===== config.mk =====
export PLATFORM = sky130hd
export DESIGN_NAME = glyph_ink_bounding_box_top
export DESIGN_NICKNAME = d
export VERILOG_FILES = /design/src/sv/gibb_pkg.sv /design/src/sv/gibb_alpha.sv /design/src/sv/gibb_tracker.sv /design/src/sv/glyph_ink_bounding_box_top.sv
export SDC_FILE = /design/constraint.sdc
export NUM_CORES = 1
export LEC_CHECK = 0
export BUFFER_PORTS_ARGS = -buffer_cell sky130_fd_sc_hd__clkbuf_2
export CELL_PAD_IN_SITES_DETAIL_PLACEMENT = 1
export CELL_PAD_IN_SITES_GLOBAL_PLACEMENT = 1
export CORE_ASPECT_RATIO = 0.7
export CORE_MARGIN = 5
export CORE_UTILIZATION = 39
export DETAILED_ROUTE_END_ITERATION = 8
export GPL_TIMING_DRIVEN = 0
export PLACE_DENSITY_LB_ADDON = 0.1
export SLEW_MARGIN = 30
export SYNTH_ARGS = -nofsm -noshare
export SYNTH_HDL_FRONTEND = slang
export SYNTH_SLANG_ARGS = --single-unit

===== constraint.sdc =====
create_clock -name clk -period 11.8 [get_ports clk]
set_clock_uncertainty 0.2 [all_clocks]
set_input_delay 0.59 -clock clk [delete_from_list [all_inputs] [get_ports clk]]
set_output_delay 0.59 -clock clk [all_outputs]
set_load 0.05 [all_outputs]

===== src/sv/gibb_pkg.sv =====
// Package for the glyph ink bounding box block: transaction types, sizing
// constants and the divide-by-three constants. No dependencies.
`timescale 1ns / 1ps

package gibb_pkg;

    // Largest glyph cell edge in pixels; counters saturate one below it.
    localparam int MAX_DIM = 256;
    localparam int COORD_W = $clog2(MAX_DIM);
    localparam int LEN_W   = $clog2(MAX_DIM + 1);
    localparam logic [COORD_W-1:0] COORD_MAX = COORD_W'(MAX_DIM - 1);

    // Channel sum is at most 765; (sum * 683) >> 11 equals sum / 3 there.
    localparam int SUM_W      = 10;
    localparam int DIV3_MUL   = 683;
    localparam int DIV3_SHIFT = 11;
    localparam int PROD_W     = 20;

    typedef struct packed {
        logic [7:0] red_level;
        logic [7:0] green_level;
        logic [7:0] blue_level;
        logic       row_end;
        logic       glyph_end;
    } pixel_t;

    typedef struct packed {
        logic [7:0] alpha_level;
        logic       box_ready;
        logic [7:0] box_left;
        logic [7:0] box_top;
        logic [8:0] box_width;
        logic [8:0] box_height;
    } result_t;

endpackage


===== src/sv/gibb_alpha.sv =====
// Alpha unit: average of the three color channels, rounded down.
// Depends on gibb_pkg for the divide-by-three constants.
`timescale 1ns / 1ps

module gibb_alpha (
    input  gibb_pkg::pixel_t   pixel,
    output logic [7:0]         alpha
);
    import gibb_pkg::*;

    logic [SUM_W-1:0]  sum;
    logic [PROD_W-1:0] prod;

    // Division by three is a multiply by a scaled reciprocal and a shift.
    always_comb
    begin
        sum   = SUM_W'(pixel.red_level) + SUM_W'(pixel.green_level)
              + SUM_W'(pixel.blue_level);
        prod  = PROD_W'(sum) * PROD_W'(DIV3_MUL);
        alpha = prod[DIV3_SHIFT +: 8];
    end

endmodule


===== src/sv/gibb_tracker.sv =====
// Ink tracker: position counters, ink extremes and the padded box at glyph end.
// Depends on gibb_pkg for the transaction types and sizing constants.
`timescale 1ns / 1ps

module gibb_tracker (
    input  logic              clk,
    input  logic              rst_n,
    input  logic              advance,
    input  gibb_pkg::pixel_t  pixel,
    input  logic [7:0]        alpha,
    output gibb_pkg::result_t result
);
    import gibb_pkg::*;

    logic [COORD_W-1:0] col_reg, col_next;
    logic [COORD_W-1:0] row_reg, row_next;
    logic [LEN_W-1:0]   len_reg, len_next;
    logic               ink_reg, ink_next;
    logic [COORD_W-1:0] lcol_reg, lcol_next;
    logic [COORD_W-1:0] lrow_reg, lrow_next;
    logic [COORD_W-1:0] gcol_reg, gcol_next;
    logic [COORD_W-1:0] grow_reg, grow_next;
    logic [COORD_W-1:0] ext_w, ext_h;
    logic               line_end;

    always_comb
    begin
        ink_next  = ink_reg;
        lcol_next = lcol_reg;
        lrow_next = lrow_reg;
        gcol_next = gcol_reg;
        grow_next = grow_reg;
        len_next  = len_reg;
        col_next  = col_reg;
        row_next  = row_reg;
        result    = '0;
        result.alpha_level = alpha;

        // Extremes take the current pixel into account before the box is formed.
        if (alpha != 8'd0)
        begin
            if (!ink_reg)
            begin
                ink_next  = 1'b1;
                lcol_next = col_reg;
                gcol_next = col_reg;
                lrow_next = row_reg;
                grow_next = row_reg;
            end
            else
            begin
                if (col_reg < lcol_reg) lcol_next = col_reg;
                if (col_reg > gcol_reg) gcol_next = col_reg;
                if (row_reg < lrow_reg) lrow_next = row_reg;
                if (row_reg > grow_reg) grow_next = row_reg;
            end
        end

        // Glyph end also closes the current row.
        line_end = pixel.row_end | pixel.glyph_end;
        if (line_end)
        begin
            len_next = LEN_W'(col_reg) + LEN_W'(1);
            col_next = '0;
            if (row_reg < COORD_MAX) row_next = row_reg + COORD_W'(1);
        end
        else if (col_reg < COORD_MAX)
        begin
            col_next = col_reg + COORD_W'(1);
        end

        ext_w = gcol_next - lcol_next;
        ext_h = grow_next - lrow_next;

        if (pixel.glyph_end)
        begin
            result.box_ready = 1'b1;
            if (!ink_next || ext_w == '0 || ext_h == '0)
            begin
                result.box_width = 9'(len_next);
            end
            else
            begin
                result.box_left   = 8'((lcol_next != '0) ? lcol_next - COORD_W'(1) : '0);
                result.box_top    = 8'((lrow_next != '0) ? lrow_next - COORD_W'(1) : '0);
                result.box_width  = 9'(ext_w) + 9'd2;
                result.box_height = 9'(ext_h) + 9'd2;
            end
            ink_next  = 1'b0;
            lcol_next = '0;
            lrow_next = '0;
            gcol_next = '0;
            grow_next = '0;
            len_next  = '0;
            col_next  = '0;
            row_next  = '0;
        end
    end

    always_ff @(posedge clk or negedge rst_n)
    begin
        if (!rst_n)
        begin
            col_reg  <= '0;
            row_reg  <= '0;
            len_reg  <= '0;
            ink_reg  <= 1'b0;
            lcol_reg <= '0;
            lrow_reg <= '0;
            gcol_reg <= '0;
            grow_reg <= '0;
        end
        else if (advance)
        begin
            col_reg  <= col_next;
            row_reg  <= row_next;
            len_reg  <= len_next;
            ink_reg  <= ink_next;
            lcol_reg <= lcol_next;
            lrow_reg <= lrow_next;
            gcol_reg <= gcol_next;
            grow_reg <= grow_next;
        end
    end

`ifndef ASSERT_OFF
    a_extremes_ordered: assert property (@(posedge clk) disable iff (!rst_n)
        ink_reg |-> (lcol_reg <= gcol_reg && lrow_reg <= grow_reg))
        else $error("ink extremes out of order");

    a_clear_after_glyph: assert property (@(posedge clk) disable iff (!rst_n)
        advance && pixel.glyph_end |=> (!ink_reg && col_reg == '0 && row_reg == '0))
        else $error("tracker not cleared after glyph end");

    a_empty_without_ink: assert property (@(posedge clk) disable iff (!rst_n)
        !ink_reg |-> (lcol_reg == '0 && gcol_reg == '0 && lrow_reg == '0
                      && grow_reg == '0))
        else $error("extremes set without ink");
`endif

endmodule


===== src/sv/glyph_ink_bounding_box_top.sv =====
// Top level of the glyph ink bounding box block: input and result registers
// and the handshake. Depends on gibb_pkg, gibb_alpha and gibb_tracker.
`timescale 1ns / 1ps

// Usage:
// Pixels of one glyph cell arrive in raster order on the pixel channel
// (pixel_valid, pixel_stall, pixel_data). The last pixel of each row carries
// row_end, and the last pixel of the cell carries glyph_end. Every pixel
// transaction yields exactly one result transaction on the result channel
// (result_valid, result_stall, result_data) holding its alpha level. On the
// glyph_end pixel the result also carries box_ready and the padded ink box
// (or, with no ink or ink one line thick, only the last row's length as the
// width); on other pixels the box fields are zero.
// Path: an accepted pixel waits in the input register while it is processed,
// and its result moves into the result register, raising result_valid.
// Throughput: one pixel per clock while result_stall stays low. The input and
// result registers each hold one transaction, and all per-pixel work (alpha,
// extremes, box) is one short combinational pass between them.
// Stalls: while result_stall holds a waiting result, one more pixel is still
// accepted into the input register; pixel_stall rises only when both
// registers are full. Reset (rst_n low) empties both registers and clears
// the counters and ink extremes, so the next pixel starts a new glyph cell.
module glyph_ink_bounding_box_top (
    input  logic               clk,
    input  logic               rst_n,
    input  logic               pixel_valid,
    output logic               pixel_stall,
    input  gibb_pkg::pixel_t   pixel_data,
    output logic               result_valid,
    input  logic               result_stall,
    output gibb_pkg::result_t  result_data
);
    import gibb_pkg::*;

    pixel_t     pixel_reg;
    logic       pix_valid_reg, pix_valid_next;
    result_t    result_reg;
    result_t    result_next;
    logic       res_valid_reg, res_valid_next;
    logic [7:0] alpha;
    logic       res_load;
    logic       pix_load;
    logic       advance;

    // The result register can take a new transaction when it is empty or
    // being drained; the input register can when it is empty or its pixel moves on.
    always_comb
    begin
        res_load       = !res_valid_reg || !result_stall;
        advance        = pix_valid_reg && res_load;
        pix_load       = !pix_valid_reg || res_load;
        pixel_stall    = !pix_load;
        pix_valid_next = pix_load ? pixel_valid : pix_valid_reg;
        res_valid_next = res_load ? pix_valid_reg : res_valid_reg;
    end

    gibb_alpha u_alpha (
        .pixel (pixel_reg),
        .alpha (alpha)
    );

    // The tracker updates its state only when the pixel moves into the
    // result register, so each pixel is counted exactly once.
    gibb_tracker u_tracker (
        .clk     (clk),
        .rst_n   (rst_n),
        .advance (advance),
        .pixel   (pixel_reg),
        .alpha   (alpha),
        .result  (result_next)
    );

    always_ff @(posedge clk or negedge rst_n)
    begin
        if (!rst_n)
        begin
            pix_valid_reg <= 1'b0;
            res_valid_reg <= 1'b0;
        end
        else
        begin
            pix_valid_reg <= pix_valid_next;
            res_valid_reg <= res_valid_next;
        end
    end

    // Payload registers load only on a transfer and carry no reset.
    always_ff @(posedge clk)
    begin
        if (pixel_valid && pix_load)
        begin
            pixel_reg <= pixel_data;
        end
        if (advance)
        begin
            result_reg <= result_next;
        end
    end

    assign result_valid = res_valid_reg;
    assign result_data  = result_reg;

`ifndef ASSERT_OFF
    a_stall_only_when_full: assert property (@(posedge clk) disable iff (!rst_n)
        pixel_stall |-> (pix_valid_reg && res_valid_reg && result_stall))
        else $error("pixel channel stalled with room available");

    a_box_zero_when_not_ready: assert property (@(posedge clk) disable iff (!rst_n)
        result_valid && !result_data.box_ready |->
            (result_data.box_left == 8'd0 && result_data.box_top == 8'd0
             && result_data.box_width == 9'd0 && result_data.box_height == 9'd0))
        else $error("box fields set on a pixel without glyph end");

    a_box_padded: assert property (@(posedge clk) disable iff (!rst_n)
        result_valid && result_data.box_height != 9'd0 |->
            (result_data.box_height >= 9'd3 && result_data.box_width >= 9'd3))
        else $error("nonempty box smaller than its padding");

    a_result_follows_pixel: assert property (@(posedge clk) disable iff (!rst_n)
        advance |=> result_valid)
        else $error("processed pixel produced no result");
`endif

endmodule


==> results.tsv, run 1 <==
metric	value	unit
Die W	198	um
port bufs	74	
DR iter-0 viols	402	
H-tree depth	4	
non-filler instance count after layout	1426	
slew margin rel.	40.7	%
Site Rows	48	
total die area	28000	um2
WS Path Type	register to register	
Synth Flop Type	edfxtp_1	
synth top area cells	edfxtp_1 (21%), ha_1 (17%), dfrtp_1 (13%), fa_1 (5.0%), xnor2_1 (4.4%)	
clk root buf	clkbuf_16	
Post-Synthesis Cells	977	
Skew-Pair Late Insertion Delay	0.43	ns
Worst R2R Setup Slack	0.48	ns
setup violators final	0	
CTS buffer count	17	
wirelength, routed	27.9	mm
Worst R2R Path Depth	44	
layout cells sized above 1	17.4	%
# nets final	1270	
status	finished, final reports clean	
post-synthesis sequential area ratio	34.7	%
Core Area	24500	um2
largest fanout on the critical path	9	
reg2reg start	pixel_reg[10]	
FILL cells	2786	
multi-input logic area	5930	um2
Critical path buffers and inverters	7	
vias in the first global route	7745	
Tot GR Track Use	20.4	%
Max Cap Viol	0	
first-pass GRT wire length	44.3	mm
Worst Hold End	pixel_reg[23]	
register area	3350	um2
# IOs	75	
Hold Crit Depth	1	
CP max stage cell	fa_1	
Commonest cells post-synth	ha_1 (128), inv_1 (101), edfxtp_1 (69)	
slowest stage delay, CP	0.59	ns
CTS max path bufs	2	
fmax	0.0883	GHz
#FFs+latches synth	120	
most used cell, CP	fa_1	
period utilization	95.9	%
final slew viol count	0	
number of synthesis warnings	0	
Synth Cell Area	9650	um2
Detail Route Antenna Nets	0	
Synth cell types	71	
Synth top area share	21.5	%
setup ws final	0.481	ns
max reg flops	43	
Slew @ Worst Pin	0.882	ns
number of flops mapped to enable cells by yosys	69	
min-delay src	pixel_data[23]	
Critical Path RT	11.79	ns
Placed Cells	1378	
Via density	5.32	
Net Count, Synth	1159	
most frequent cell after synthesis	ha_1	
Hold Fails Final Rpt	0	
syn_area_per_cell	9.87	um2
initial antenna violation count	0	
Critical Path End Type	register	
n_diodes	0	
Worst EP arrival	11.31	ns
ys async rst share	42.5	%
CP delay by family, top	adder cells	
CTS Sinks	120	
fin crit period	11.32	ns
crit path launch type	register	
Critical R2R Capture	result_data[9]	
Synth area leader	edfxtp_1	
# DRC	0	
Detail Placement HPWL	21.9	mm
GRT overflow	0	
Initial Util	39.4	%
router iterations before antenna repair	5	
Vias	7580	
clk slew on worst S/H paths	0.06	ns
Hold Crit Class	input port to register	
Setup WS pre-CTS	-0.944	ns
Syn-to-layout area delta	18.1	%
gpl congestion	0.830	
largest net degree at the start of global routing	43	
CTS tree	yes	
die height	142	um
drt wl/cell	19.6	um
[cell families (layout without fill, tap and decap cells)]
kind of cell	Yosys count	in the layout	synth area share [%]
AOI/OAI and AO/OA	203	203	13.6
xor gates and xnor gates	69	69	6.26
adders and majority gates	152	152	21.6
buffers and inverters	137	261	5.82
DFF	120	120	34.7
muxes	40	40	4.29
and+or+nand+nor	256	256	13.8
[stage by stage]
stage	TNS, ns	hold WS, ns	util (%)	cell area, um2
3_5_place_dp	-29.34	0.281	42.8	10500
2_1_floorplan	0	0.0944	-	9650
4_1_cts	0	0.114	45.5	11200
6_report	0	0.136	46.5	11400
5_1_grt	-0.511	0.107	46.5	11400
3_3_place_gp	-24.52	0.296	42.5	10400
[area by class of cell]
type	instances	share of cell area, %
multi-input combinational	720	52.1
sequential	120	29.4
timing repair buffer	92	4.77
clock buffer	18	3.77
tap	325	3.57
inverter	104	3.43
buffer	33	1.59
clock inverter	14	1.38
[worst max-delay path by stage]
stage / endpoint / slack (ns) / start / depth (start not counted)
after floorplan: result_data[9] / 1.32 / pixel_reg[10] / 44
after global placement: result_data[26] / -0.80 / pixel_reg[10] / 46
after detailed placement: result_data[17] / -0.94 / pixel_reg[11] / 44
after CTS: result_data[17] / 0.009 / pixel_reg[10] / 44
after global routing: result_data[7] / -0.05 / pixel_reg[18] / 47
final: result_data[9] / 0.48 / pixel_reg[10] / 44
[metal layers]
metal / track usage (%) / vias to the layer above / wire length [um] / share of wire [%]
met5: 0 / - / 0 / 0
met4: 4.24 / 0 / 194 / 0.70
met3: 4.63 / 14 / 1590 / 5.7
met2: 27.2 / 173 / 10900 / 39
met1: 33.0 / 3688 / 15200 / 54
li1: - / 3705 / - / -
[worst reg2reg max path: cells and delay by family (launching register included)]
family                     cells  cell delay (ns)
buffers and inverters          7             0.67
DFF                            1             0.33
xor gates and xnor gates       2             0.38
muxes                          1             0.27
AOI/OAI and AO/OA             14             3.05
adders and majority gates     11             4.27
and+or+nand+nor                9             1.93
[layout by cell type, fill, tap and decap left out, types with 17 or more instances in the layout]
master     synthesis  final
o21ai_0           58     55
nand2b_1          18     18
mux2i_1           29     23
dfrtp_1           51     51
inv_1            101    101
fa_1              24     24
xor2_1            20     17
clkbuf_1          22     21
ha_1             128    128
nand2_1           68     68
nand3_1           26     25
clkbuf_2           1     74
a21oi_1           50     44
edfxtp_1          69     69
xnor2_1           49     47
buf_4              1     17
clkbuf_16          0     17
nor2_1            58     56
[repair_timing]
action | in CTS | in global routing
hold endpoints to repair | 9 | 0
gates resized for setup | 14 | 28
cloned | 0 | 0
buffers inserted | 1 | 14
pin swaps | 1 | 12
hold buffers | 1 | 0
endpoints found under the setup margin | 34 | 34
Power of run 1 is left out: the tool's default activity adds up to more than one toggle a clock period on the data nets, which glitch-free logic cannot reach.
==> run 2, diff against run 1 <==
--- a/config.mk
+++ b/config.mk
@@ -13,7 +13,8 @@
 export CORE_UTILIZATION = 39
 export DETAILED_ROUTE_END_ITERATION = 8
 export GPL_TIMING_DRIVEN = 0
-export PLACE_DENSITY_LB_ADDON = 0.1
+export PLACE_DENSITY = 0.72
+export SETUP_SLACK_MARGIN = 0.05
 export SLEW_MARGIN = 30
 export SYNTH_ARGS = -nofsm -noshare
 export SYNTH_HDL_FRONTEND = slang
==> results.tsv, run 2 (synthesis results as in run 1) <==
metric	value	unit	change
status	finished, final reports clean		
Critical Path RT	11.78	ns	about the same
DR iter-0 viols	521		+30%
# IOs	75		unchanged
commonest non-fill, non-tap cell in the layout	ha_1		
Placed Cells	1378		unchanged
largest net degree at the start of global routing	48		+12%
reg2reg start	pixel_reg[18]		
Die W	198	um	unchanged
setup violators final	0		unchanged
CTS buffer count	17		unchanged
gpl congestion	0.896		+8.1%
Hold Fails Final Rpt	0		unchanged
Max Cap Viol	0		unchanged
drt wl/cell	19.5	um	-0.26%
crit path launch type	register		
Worst setup startpoint	pixel_reg[18]		
initial antenna violation count	0		unchanged
Skew-Pair Late Insertion Delay	0.44	ns	about the same
layout cells sized above 1	16.7	%	-0.77 points
Detail Placement HPWL	21.3	mm	-2.9%
# DRC	0		unchanged
clk root buf	clkbuf_16		
CTS tree	yes		
n_diodes	0		unchanged
fmax	0.0895	GHz	+1.3%
Core Area	24500	um2	unchanged
Vias	7727		+1.9%
largest fanout on the critical path	9		unchanged
slowest stage delay, CP	0.55	ns	-0.04 ns
CP max stage cell	fa_1		
most frequent cells in the layout	ha_1 (128), inv_1 (100), clkbuf_2 (74)		
Via density	5.45		+2.6%
total die area	28000	um2	unchanged
slew margin rel.	44.7	%	+4.1 points
first-pass GRT wire length	44.3	mm	about the same
Site Rows	48		unchanged
Worst EP arrival	11.16	ns	-0.15 ns
max reg flops	43		unchanged
min-delay src	pixel_data[14]		
die height	142	um	unchanged
final slew viol count	0		unchanged
fin crit period	11.18	ns	-0.141 ns
router iterations before antenna repair	5		unchanged
H-tree depth	4		unchanged
WS Path Type	register to register		
period utilization	94.7	%	-1.2 points
CTS max path bufs	2		unchanged
Core Util, Final	46.4	%	about the same
vias in the first global route	8040		+3.8%
Detail Route Antenna Nets	0		unchanged
Initial Util	39.4	%	unchanged
non-filler instance count after layout	1417		-0.63%
Tot GR Track Use	20.3	%	-0.065 points
CTS Sinks	120		unchanged
FILL cells	2785		-0.036%
Syn-to-layout area delta	18.0	%	about the same
GRT overflow	0		unchanged
Critical Path End Type	register		
unrepaired setup endpoints after global routing	no		
Hold Crit Class	input port to register		
wirelength, routed	27.7	mm	-0.89%
port bufs	74		unchanged
# nets final	1261		-0.71%
Slew @ Worst Pin	0.822	ns	-0.0606 ns
clk slew on worst S/H paths	0.06	ns	about the same
run 2: stage by stage:
step	hold slack, ns	TNS (ns)	worst slack, ns	cell area, um2
after floorplan	0.0944	0	1.32	9650
after global placement	0.289	-16.07	-0.583	10400
after detailed placement	0.275	-22.98	-0.796	10500
after CTS	0.110	0	0.0584	11200
after global routing	0.105	0	0.0420	11400
final	0.128	0	0.622	11400
run 2: timing repair:
| action | 4_1_cts | 5_1_grt |
|---|---|---|
| endpoints found under the hold margin | 9 | 0 |
| gates resized for setup | 9 | 31 |
| endpoints found under the setup margin | 34 | 34 |
| pin swaps | 3 | 3 |
| hold buffers | 1 | 0 |
| buffers inserted | 3 | 3 |
run 2: worst paths after layout:
kind / endpoint / slack [ns] / cells after the start
hold / removal: pixel_reg[14] / 0.13 / 1
setup reg to reg: result_data[9] / 0.62 / 44
max in group asynchronous: u_tracker.gcol_reg[6] / 10.57 / 3
min in group asynchronous: u_tracker.lrow_reg[6] / 0.37 / 2
hold reg to reg: result_valid / 0.30 / 1
setup / recovery: result_data[9] / 0.62 / 44
run 2: layout make-up:
cell class / count / area, um2 / area share (%)
Inverter: 104 / 390 / 3.43
Multi-Input combinational cell: 720 / 5920 / 52.0
Tap cell: 325 / 407 / 3.57
Clock buffer: 17 / 425 / 3.74
Buffer: 33 / 181 / 1.59
Sequential cell: 120 / 3350 / 29.4
Timing Repair Buffer: 83 / 483 / 4.24
Clock inverter: 15 / 224 / 1.97
run 2: worst max-delay path: cells and delay by family, from the launching register on:
kind	cells	cell delay, ns
adder cells (fa/ha/maj)	10	3.89
AO/OA/AOI/OAI	13	2.83
AND/OR/NAND/NOR	11	2.05
buffers and inverters	7	0.77
XOR/XNOR	2	0.42
multiplexers	1	0.41
flip-flops	1	0.33
run 2: layer usage:
layer	track usage (%)	share of wire, %	vias to the layer above
met3	4.32	4.2	26
met4	4.09	1.1	0
met1	30.5	52	3873
li1	-	-	3691
met2	30.2	43	137
met5	0	0	-
Power of run 2 is left out for the same reason.
==> run 3, diff against run 2 <==
--- a/config.mk
+++ b/config.mk
@@ -10,12 +10,13 @@
 export CELL_PAD_IN_SITES_GLOBAL_PLACEMENT = 1
 export CORE_ASPECT_RATIO = 0.7
 export CORE_MARGIN = 5
-export CORE_UTILIZATION = 39
+export CORE_UTILIZATION = 48
 export DETAILED_ROUTE_END_ITERATION = 8
 export GPL_TIMING_DRIVEN = 0
-export PLACE_DENSITY = 0.72
+export PLACE_DENSITY = 0.85
 export SETUP_SLACK_MARGIN = 0.05
 export SLEW_MARGIN = 30
 export SYNTH_ARGS = -nofsm -noshare
 export SYNTH_HDL_FRONTEND = slang
 export SYNTH_SLANG_ARGS = --single-unit
+export TNS_END_PERCENT = 20
==> results.tsv, run 3 (synthesis results as in run 1) <==
metric	value	unit	change
status	finished, final reports clean		
port bufs	74		unchanged
Worst R2R Setup Slack	0.25	ns	-0.37 ns
die height	129	um	-9.2%
n_diodes	0		unchanged
Core Area	19800	um2	-19%
router iterations before antenna repair	6		+1
fmax	0.0866	GHz	-3.2%
Critical Path End Type	register		
CTS buffer count	17		unchanged
clk root buf	clkbuf_16		
Worst EP arrival	11.53	ns	+0.37 ns
largest fanout on the critical path	10		+1
wirelength, routed	33.9	mm	+22%
Core Util, Final	57.6	%	+11 points
period utilization	97.9	%	+3.2 points
WS Path Type	register to register		
most frequent cells in the layout	ha_1 (126), inv_1 (101), clkbuf_2 (74)		
drt wl/cell	24.6	um	+26%
Die W	179	um	-9.4%
Detail Route Antenna Nets	0		unchanged
Critical Path RT	11.78	ns	about the same
# IOs	75		unchanged
CP delay by family, top	adder cells		
vias in the first global route	8977		+12%
Via density	6.19		+13%
Hold Fails Final Rpt	0		unchanged
Slew @ Worst Pin	0.880	ns	+0.0579 ns
H-tree depth	4		unchanged
Vias	8514		+10%
# nets final	1275		+1.1%
total die area	23100	um2	-18%
Worst R2R Path Depth	45		+2.3%
CTS tree	yes		
CTS max path bufs	2		unchanged
slew margin rel.	40.8	%	-3.9 points
final slew viol count	0		unchanged
first-pass GRT wire length	50.1	mm	+13%
Detail Placement HPWL	22.0	mm	+3.2%
setup violators final	0		unchanged
initial antenna violation count	1		+1
Hold Crit Class	input port to asynchronous set/reset pin		
Setup WS pre-CTS	-0.840	ns	-0.0446 ns
CP max stage cell	fa_1		
layout cells sized above 1	19.0	%	+2.3 points
Max Cap Viol	0		unchanged
Critical path buffers and inverters	8		+1
crit path launch type	register		
Initial Util	48.7	%	+9.4 points
CTS Sinks	120		unchanged
Post-CTS Hold Buffers	0		-1
# DRC	0		unchanged
GRT overflow	0		unchanged
Site Rows	43		-10%
DR iter-0 viols	811		+56%
slowest stage delay, CP	0.55	ns	about the same
Critical R2R Capture	result_data[2]		
Skew-Pair Late Insertion Delay	0.44	ns	about the same
gpl congestion	0.888		-0.94%
max reg flops	43		unchanged
largest net degree at the start of global routing	52		+8.3%
Syn-to-layout area delta	18.1	%	
setup ws final	0.249	ns	-0.373 ns
Tot GR Track Use	27.8	%	+7.5 points
clk slew on worst S/H paths	0.07	ns	about the same
fin crit period	11.55	ns	+0.373 ns
reg2reg start	pixel_reg[10]		
commonest non-fill, non-tap cell in the layout	ha_1		
-- run 3: changes by cell type in the layout (fill, tap and decap cells not counted), sizes merged --
cell and change:
clkbuf -1, bufinv -3, buf +17, dlygate4sd3 -1, inv -2, clkinvlp +4
-- run 3: layout make-up --
cell class	count	area, um2
clock buffers	18	429
flip-flops and latches	120	3350
fillers	2215	8400
multi-input cells	720	5990
clock inverters	14	153
well taps	270	338
repair buffers	98	566
plain buffers	32	176
inverters	104	390
-- run 3: repair_timing --
item	CTS	global route
setup endpoints to repair	34	34
pin swaps	3	15
buffers inserted	3	20
gates resized for setup	20	36
-- run 3: worst max-delay path by stage --
stage,start,end,slack [ns],cells after the start
final,pixel_reg[10],result_data[2],0.25,45
after global routing,pixel_reg[10],result_data[2],-0.14,46
after CTS,pixel_reg[10],result_data[2],0.08,45
after detailed placement,pixel_reg[10],result_data[1],-0.84,47
after global placement,pixel_reg[10],result_data[0],-0.36,46
after floorplan,pixel_reg[10],result_data[9],1.32,44
-- run 3: per-stage QoR --
| step | hold WS, ns | area [um2] | TNS, ns | cells |
|---|---|---|---|---|
| 4_1_cts | 0.0797 | 11100 | 0 | 1357 |
| 3_3_place_gp | 0.292 | 10400 | -8.16 | 1321 |
| 3_5_place_dp | 0.280 | 10400 | -24.58 | 1322 |
| 2_1_floorplan | 0.0944 | 9650 | 0 | 977 |
| 5_1_grt | 0.110 | 11400 | -2.10 | 1376 |
| 6_report | 0.0412 | 11400 | 0 | 1376 |
-- run 3: worst register-to-register path, delay by kind of cell, from the launching register on --
family,cells,cell delay [ns]
compound gates,13,2.40
flops,1,0.33
fa+ha+maj,11,4.26
buf+inv,8,0.93
xor+xnor,3,0.59
simple gates,10,2.59
-- run 3: routing by layer --
layer / global-route usage (%) / up-vias / share of wire [%]
met5: 0 / - / 0.038
met4: 13.5 / 2 / 5.0
met3: 8.25 / 134 / 8.3
met2: 45.5 / 423 / 46
met1: 34.1 / 4240 / 41
li1: - / 3715 / -
Power of run 3 is left out for the same reason.
